<file path="config.mk">
export PLATFORM = sky130hd
export DESIGN_NAME = breakpoint_address_table
export DESIGN_NICKNAME = d
export VERILOG_FILES = /design/src/rtl/bat_pkg.sv /design/src/rtl/bat_cell.sv /design/src/rtl/breakpoint_address_table.sv
export SDC_FILE = /design/constraint.sdc
export NUM_CORES = 1
export LEC_CHECK = 0
export BUFFER_PORTS_ARGS = -buffer_cell sky130_fd_sc_hd__buf_4
export CAP_MARGIN = 0
export CORE_ASPECT_RATIO = 0.6
export CORE_MARGIN = 4
export CORE_UTILIZATION = 65
export CTS_BUF_LIST = sky130_fd_sc_hd__clkbuf_8
export CTS_CLUSTER_SIZE = 16
export DETAILED_ROUTE_END_ITERATION = 8
export MAX_ROUTING_LAYER = met4
export PLACE_DENSITY_LB_ADDON = 0.2
export SKIP_CTS_REPAIR_TIMING = 1
export SLEW_MARGIN = 10
export SYNTH_ARGS = -nofsm -noshare
export SYNTH_HDL_FRONTEND = slang
export SYNTH_HIERARCHICAL = 1
export SYNTH_SLANG_ARGS = --single-unit
</file>
<file path="constraint.sdc">
create_clock -name clk -period 3.7 [get_ports clk]
set_input_delay 1.11 -clock clk [delete_from_list [all_inputs] [get_ports clk]]
set_output_delay 1.11 -clock clk [all_outputs]
set_load 0.02 [all_outputs]
</file>
<file path="src/rtl/bat_pkg.sv">
`timescale 1ns / 1ps
package bat_pkg;

	localparam int ENTRIES_DEF = 16;
	localparam int ADDR_W      = 16;

	localparam logic KIND_ADD   = 1'b0;
	localparam logic KIND_CHECK = 1'b1;

	// Token walking down the cell row.
	typedef struct packed {
		logic              valid;
		logic              kind;
		logic [ADDR_W-1:0] address;
		logic              done;    // some cell already answered
		logic              hit;
		logic              now_en;
	} tok_t;

endpackage

</file>
<file path="src/rtl/bat_cell.sv">
`timescale 1ns / 1ps
// One table slot. Compares the passing token, updates its slot, forwards the token.
module bat_cell (
	input  logic          clk,
	input  logic          arst_n,
	input  bat_pkg::tok_t tok_in,
	input  logic          hold,
	output bat_pkg::tok_t tok_out
);

	logic                       used_q;
	logic                       en_q;
	logic [bat_pkg::ADDR_W-1:0] addr_q;
	bat_pkg::tok_t              tok_q;
	bat_pkg::tok_t              tok_d;
	logic                       match;
	logic                       act;

	assign match = used_q && (addr_q == tok_in.address);
	assign act   = tok_in.valid && !tok_in.done && !hold;

	always_comb begin
		tok_d = tok_in;
		if (tok_in.valid && !tok_in.done) begin
			if (match) begin
				tok_d.done = 1'b1;
				if (tok_in.kind == bat_pkg::KIND_ADD) begin
					tok_d.now_en = !en_q;
				end else begin
					tok_d.hit = en_q;
				end
			end else if (!used_q) begin
				// first free slot: end of the stored entries
				tok_d.done = 1'b1;
				if (tok_in.kind == bat_pkg::KIND_ADD) begin
					tok_d.now_en = 1'b1;
				end
			end
		end
	end

	always_ff @(posedge clk or negedge arst_n) begin
		if (!arst_n) begin
			used_q <= 1'b0;
			en_q   <= 1'b0;
		end else if (act && tok_in.kind == bat_pkg::KIND_ADD) begin
			if (match) begin
				en_q <= !en_q;
			end else if (!used_q) begin
				used_q <= 1'b1;
				en_q   <= 1'b1;
			end
		end
	end

	always_ff @(posedge clk) begin
		if (act && tok_in.kind == bat_pkg::KIND_ADD && !used_q) begin
			addr_q <= tok_in.address;
		end
	end

	always_ff @(posedge clk or negedge arst_n) begin
		if (!arst_n) begin
			tok_q.valid <= 1'b0;
		end else if (!hold) begin
			tok_q <= tok_d;
		end
	end

	assign tok_out = tok_q;

endmodule

</file>
<file path="src/rtl/breakpoint_address_table.sv">
`timescale 1ns / 1ps
// Breakpoint address table: up to ENTRIES 16-bit addresses, each with an enable bit.
// Input channel (in_valid / in_stall): kind = add/toggle or check, plus address.
// Output channel (out_valid / out_stall): hit, now_enabled, dropped; one result per item.
// An accepted item becomes a token that walks a row of ENTRIES cells, one cell per
// cycle. Stored entries fill the row from cell 0 up, so the first cell that holds the
// address, or the first empty cell, answers the item; later cells pass it on.
// Each cell registers the token; the last cell feeds the output register behind out_valid.
// A new item is taken only after the token before it has left the cell row, since only
// one token is in the row at a time. in_stall is high while it walks.
// The result sits in an output register; a new item is taken while it waits.
// A stalled receiver holds the result; a finished token then parks in the last cell
// until the output register frees up.
// Reset empties the table (no entries, all disabled) and clears both channels.
module breakpoint_address_table #(
	parameter int ENTRIES = bat_pkg::ENTRIES_DEF
) (
	input  logic                       clk,
	input  logic                       arst_n,
	input  logic                       in_valid,
	output logic                       in_stall,
	input  logic                       kind,
	input  logic [bat_pkg::ADDR_W-1:0] address,
	output logic                       out_valid,
	input  logic                       out_stall,
	output logic                       hit,
	output logic                       now_enabled,
	output logic                       dropped
);

	bat_pkg::tok_t chain [ENTRIES+1];
	bat_pkg::tok_t last;
	logic          busy_q;
	logic          accept;
	logic          last_move;
	logic          last_hold;
	logic          out_valid_q;
	logic          hit_q;
	logic          now_en_q;
	logic          dropped_q;

	assign in_stall = busy_q;
	assign accept   = in_valid && !busy_q;

	// fresh token into cell 0
	always_comb begin
		chain[0].valid   = accept;
		chain[0].kind    = kind;
		chain[0].address = address;
		chain[0].done    = 1'b0;
		chain[0].hit     = 1'b0;
		chain[0].now_en  = 1'b0;
	end

	assign last      = chain[ENTRIES];
	assign last_move = last.valid && (!out_valid_q || !out_stall);
	assign last_hold = last.valid && out_valid_q && out_stall;

	for (genvar i = 0; i < ENTRIES; i++) begin : g_cell
		bat_cell u_cell (
			.clk    (clk),
			.arst_n (arst_n),
			.tok_in (chain[i]),
			.hold   ((i == ENTRIES - 1) && last_hold),
			.tok_out(chain[i+1])
		);
	end

	// one token in the row at a time
	always_ff @(posedge clk or negedge arst_n) begin
		if (!arst_n) begin
			busy_q <= 1'b0;
		end else if (accept) begin
			busy_q <= 1'b1;
		end else if (last_move) begin
			busy_q <= 1'b0;
		end
	end

	always_ff @(posedge clk or negedge arst_n) begin
		if (!arst_n) begin
			out_valid_q <= 1'b0;
		end else if (last_move) begin
			out_valid_q <= 1'b1;
		end else if (!out_stall) begin
			out_valid_q <= 1'b0;
		end
	end

	// an add that no cell answered found the table full
	always_ff @(posedge clk) begin
		if (last_move) begin
			hit_q     <= last.hit;
			now_en_q  <= last.now_en;
			dropped_q <= (last.kind == bat_pkg::KIND_ADD) && !last.done;
		end
	end

	assign out_valid   = out_valid_q;
	assign hit         = hit_q;
	assign now_enabled = now_en_q;
	assign dropped     = dropped_q;

endmodule

</file>
Yosys cells after proc, flatten, opt, wreduce, memory -nomap -nowiden:

Cells that the tools add are included.

* flip-flop bits (word level): 613
* bits in latches: 0
* bits in writable memories: 0
* bits in read-only memories: 0
* input port bits: 21
* output and inout bits: 5
* word-level logic and storage cells: 549
* memories kept: 0

* $add $sub $neg: 0
* multipliers: 0
* div/mod/pow operators: 0
* magnitude comparators: 0
* equality and inequality tests: 33
* shift operators: 0
* multiplexer cells: 177
* bitwise operators: 34
* reductions and logical operators: 157

Operator list (number)
* $eq A16 B16 Y1: 16
* $mux W1: 162
* $logic_and A1 B1 Y1: 69
* $reduce_and A2 Y1: 33
* $logic_not A1 Y1: 52
* $mux W3: 15
* $not A1 Y1: 34
* $ne A2 B2 Y1 const B: 16
* $reduce_and A3 Y1: 1
* $ne A2 B1 Y1 const B: 1
* $reduce_bool A2 Y1: 1
* $logic_or A1 B1 Y1: 1

Longest topological paths before layout:

* depth in word-level cells: 6
* depth in mapped cells: 6
* gate-level depth less buffers: 6

By module:

The synthesis kept the hierarchy.

Modules (own cells, without submodules)
* bat_cell: instances 16, cells each 78, area an instance 1453.9 sq um, sequential area each 1156.1 sq um
* breakpoint_address_table: instances 1, cells each 14, area an instance 188.9 sq um, sequential area each 140.1 sq um

Worst setup path before layout:

Ideal clock, no wire load.

* path kind: input to register
* from: input port in_valid
* to: register g_cell[0].u_cell/addr_q[0] (netlist bit) (enable)
* setup time: 0.430 ns
* arrival: 2.991 ns
* data required time: 3.270 ns
* slack: 0.279 ns
* cell stages on the path: 3
* buffers on the path: 0
* path through: nor2b_1 > nand2b_1 > nor4_1

* cells in the longest elaborated chain, start to end: 3

Ends and longest elaborated chain
* from (decl): RTL line breakpoint_address_table.sv:20 `input logic in_valid,`
* $logic_and A1 B1 Y1: RTL line breakpoint_address_table.sv:43 `assign accept = in_valid && !busy_q;`
* $logic_and A1 B1 Y1 (2 in series): RTL line bat_cell.sv:57 `if (act && tok_in.kind == bat_pkg::KIND_ADD && !used_q) begin`
* to (signal assigned): RTL line bat_cell.sv:58 `addr_q <= tok_in.address;`
* to (decl): RTL line bat_cell.sv:13 `logic [bat_pkg::ADDR_W-1:0] addr_q;`

Every way passes these cells.
A chain may end at the register's enable or synchronous reset.

==> flow_metrics.py <==
metrics = {
    "status": {
        "status": "completed",
    },
    "layout": {
        "syn_to_final_growth_pct": 12.3,
        "drive_gt1_frac": 0.168,
        "antenna_cells": 0,
        "final_nets": 1474,
        "fillers": 2007,
    },
    "sta": {
        "rsz0062_at_grt": "no",
        "slew-limit-headroom": 0.589,
        "period_minus_slack_ns": 2.49,
        "setup_viol": 0,
        "worst_slack_ns": 1.21,
        "finalCritPeriodShare": 0.673,
        "drv_slew": 0,
        "worst_slew_pin_slew_ns": 0.610,
        "skew_ns": 0.0180,
        "fin_setup_tns_ns": 0,
        "timing.fmax_mhz": 401,
        "hold_violations": 0,
    },
    "floorplanning": {
        "rows": 53,
        "dieHeight_um": 154,
        "dieArea_um2": 38500,
        "coreArea_um2": 34900,
        "io_pins": 26,
        "start_util": 0.657,
        "fp.dieW_um": 251,
    },
    "placed_design": {
        "gp_congestion": 0.810,
        "dp_slack_ns": 0.910,
        "dp_hpwl_um": 24800,
        "placement.io_buffers": 25,
    },
    "pwr": {
        "swShare": 0.218,
        "netSwitchingPower_mw": 2.84,
        "power_frac_seq": 0.615,
        "vdd_drop_max_v": 0.000395,
        "power.density_nw_per_um2": 505,
        "pwr-share-comb": 0.034,
        "power.internal_mw": 10.2,
        "pwr-share-clk": 0.352,
        "leakage_nw": 9.06,
    },
    "clocking": {
        "worst_skew_pair.late_latency_ns": 0.62,
        "cts_max_path_buffers": 3,
        "clock-root-buffer": "clkbuf_8",
        "cts_max_level": 3,
        "cts_tree": "built",
        "cts_sinks": 613,
        "numCtsBuffers": 83,
        "clk_pin_slew_ns": 0.07,
    },
    "routing": {
        "wl_per_cell_um": 18.6,
        "num_vias": 10900,
        "drc": 0,
        "dr.pass1.iters": 7,
        "viasPerCell": 5.52,
        "ant_nets": 0,
        "drt-initial-drc-count": 859,
        "finalWirelength_um": 36900,
    },
    "yosys": {
        "synth-warning-count": 6,
        "syn_area_um2": 23000,
        "syn-mean-instance-area_um2": 18.4,
        "synthCells": 1246,
    },
    "global_routing": {
        "grt_max_degree": 39,
        "grt_overflow": 0,
        "grt_pass1_wl_um": 60300,
        "antenna_found_initial": 0,
        "grt_usage": 0.203,
        "grt_pass1_vias": 11300,
    },
    "worst_setup_path": {
        "setup.worst_path.start_class": "register",
        "required_ns": 4.07,
        "critPathKind": "register to register",
        "path_cells": "xor2_1, nor4_1, nand4_1, nor3_2, mux2_1",
        "cp-end-kind": "register",
        "max_stage_delay_ns": 0.57,
        "cp_max_fo": 4,
        "crit_slowest_cell": "nor4_1",
        "crit_arrival_ns": 2.86,
        "reg2reg_depth": 5,
    },
    "flow_run": {
        "drv_cap": 0,
    },
    "min_path": {
        "hold_class": "input pin to async pin",
    },
}
state kept, by name, indices dropped and copies added (netlist names):
register               count
in_stall                   1
hit                        1
out_valid                  1
g_cell.u_cell/addr_q     256
now_enabled                1
dropped                    1
g_cell.u_cell/en_q        16
g_cell.u_cell/tok_out    320
g_cell.u_cell/used_q      16
critical path: cells and delay by family, from the launching register on:
family | cells | cell delay (ns)
XOR/XNOR | 1 | 0.19
flip-flops | 1 | 0.43
AND/OR/NAND/NOR | 3 | 1.28
multiplexers | 1 | 0.34
final timing paths:
path / end / slack [ns] / start
worst max-delay path: g_cell[11].u_cell/tok_out[1] / 1.21 / g_cell[10].u_cell/tok_out[12]
worst min-delay path: g_cell[2].u_cell/used_q / 0.44 / arst_n
worst max register to register: g_cell[11].u_cell/tok_out[1] / 1.21 / g_cell[10].u_cell/tok_out[12]
worst min register to register: hit / 0.44 / g_cell[15].u_cell/tok_out[1]
max in group asynchronous: g_cell[5].u_cell/used_q / 2.61 / arst_n
min in group clk: hit / 0.44 / g_cell[15].u_cell/tok_out[1]
routing by layer:
metal  track usage  up-vias  routed length [um]
li1              -     5141                   -
met1         0.311     5535               18300
met2         0.286      211               16500
met3        0.0453       50                1620
met4        0.0491        0                 544
met5             -        -                   0
stage by stage:
step	utilization	instance area (um2)	std cells	power, mW	hold WS (ns)
2_1_floorplan	-	23200	1310	8.38	0.400
3_3_place_gp	0.696	24300	1835	8.55	0.404
3_5_place_dp	0.696	24300	1835	8.59	0.433
4_1_cts	0.738	25800	1981	13.1	0.404
5_1_grt	0.738	25800	1981	13.6	0.409
6_report	0.738	25800	1981	13.0	0.435
cells in the final DEF (no fill, tap or decap), types with 2 or more instances in the layout:
master	n
o22a_2	32
clkinvlp_4	4
mux2_1	16
xor2_1	256
nor4_1	64
nand4_1	16
nand3_1	32
a21o_1	16
mux2_2	16
edfxtp_1	563
dfrtp_1	50
inv_6	2
nor2_1	18
clkinv_2	6
buf_4	58
clkbuf_8	85
o21a_1	32
nor2b_1	17
conb_1	65
nor3_2	16
clkinv_1	14
or2_2	16
nor4_2	16
inv_1	34
nor3_1	16
nand2_1	33
nand2b_1	17
area by class of cell:
cell class                 count  area (um2)  area share
tap                          467         584      0.0227
multi-input combinational    697        5150       0.200
sequential                   613       18200       0.704
clock buffer                  85        1170      0.0454
timing repair buffer          58         435      0.0169
clock inverter                61         288      0.0112
power by group through the flow:
stage               combinational, mW  clock (mW)  sequential (mW)
floorplan                       0.306           0             8.07
global placement                0.412           0             8.14
detailed placement              0.437           0             8.15
CTS                             0.440        4.69             8.01
global route                    0.491        5.04             8.04
finish                          0.439        4.58             8.01
No activity file was read; power rests on OpenSTA's default activity.
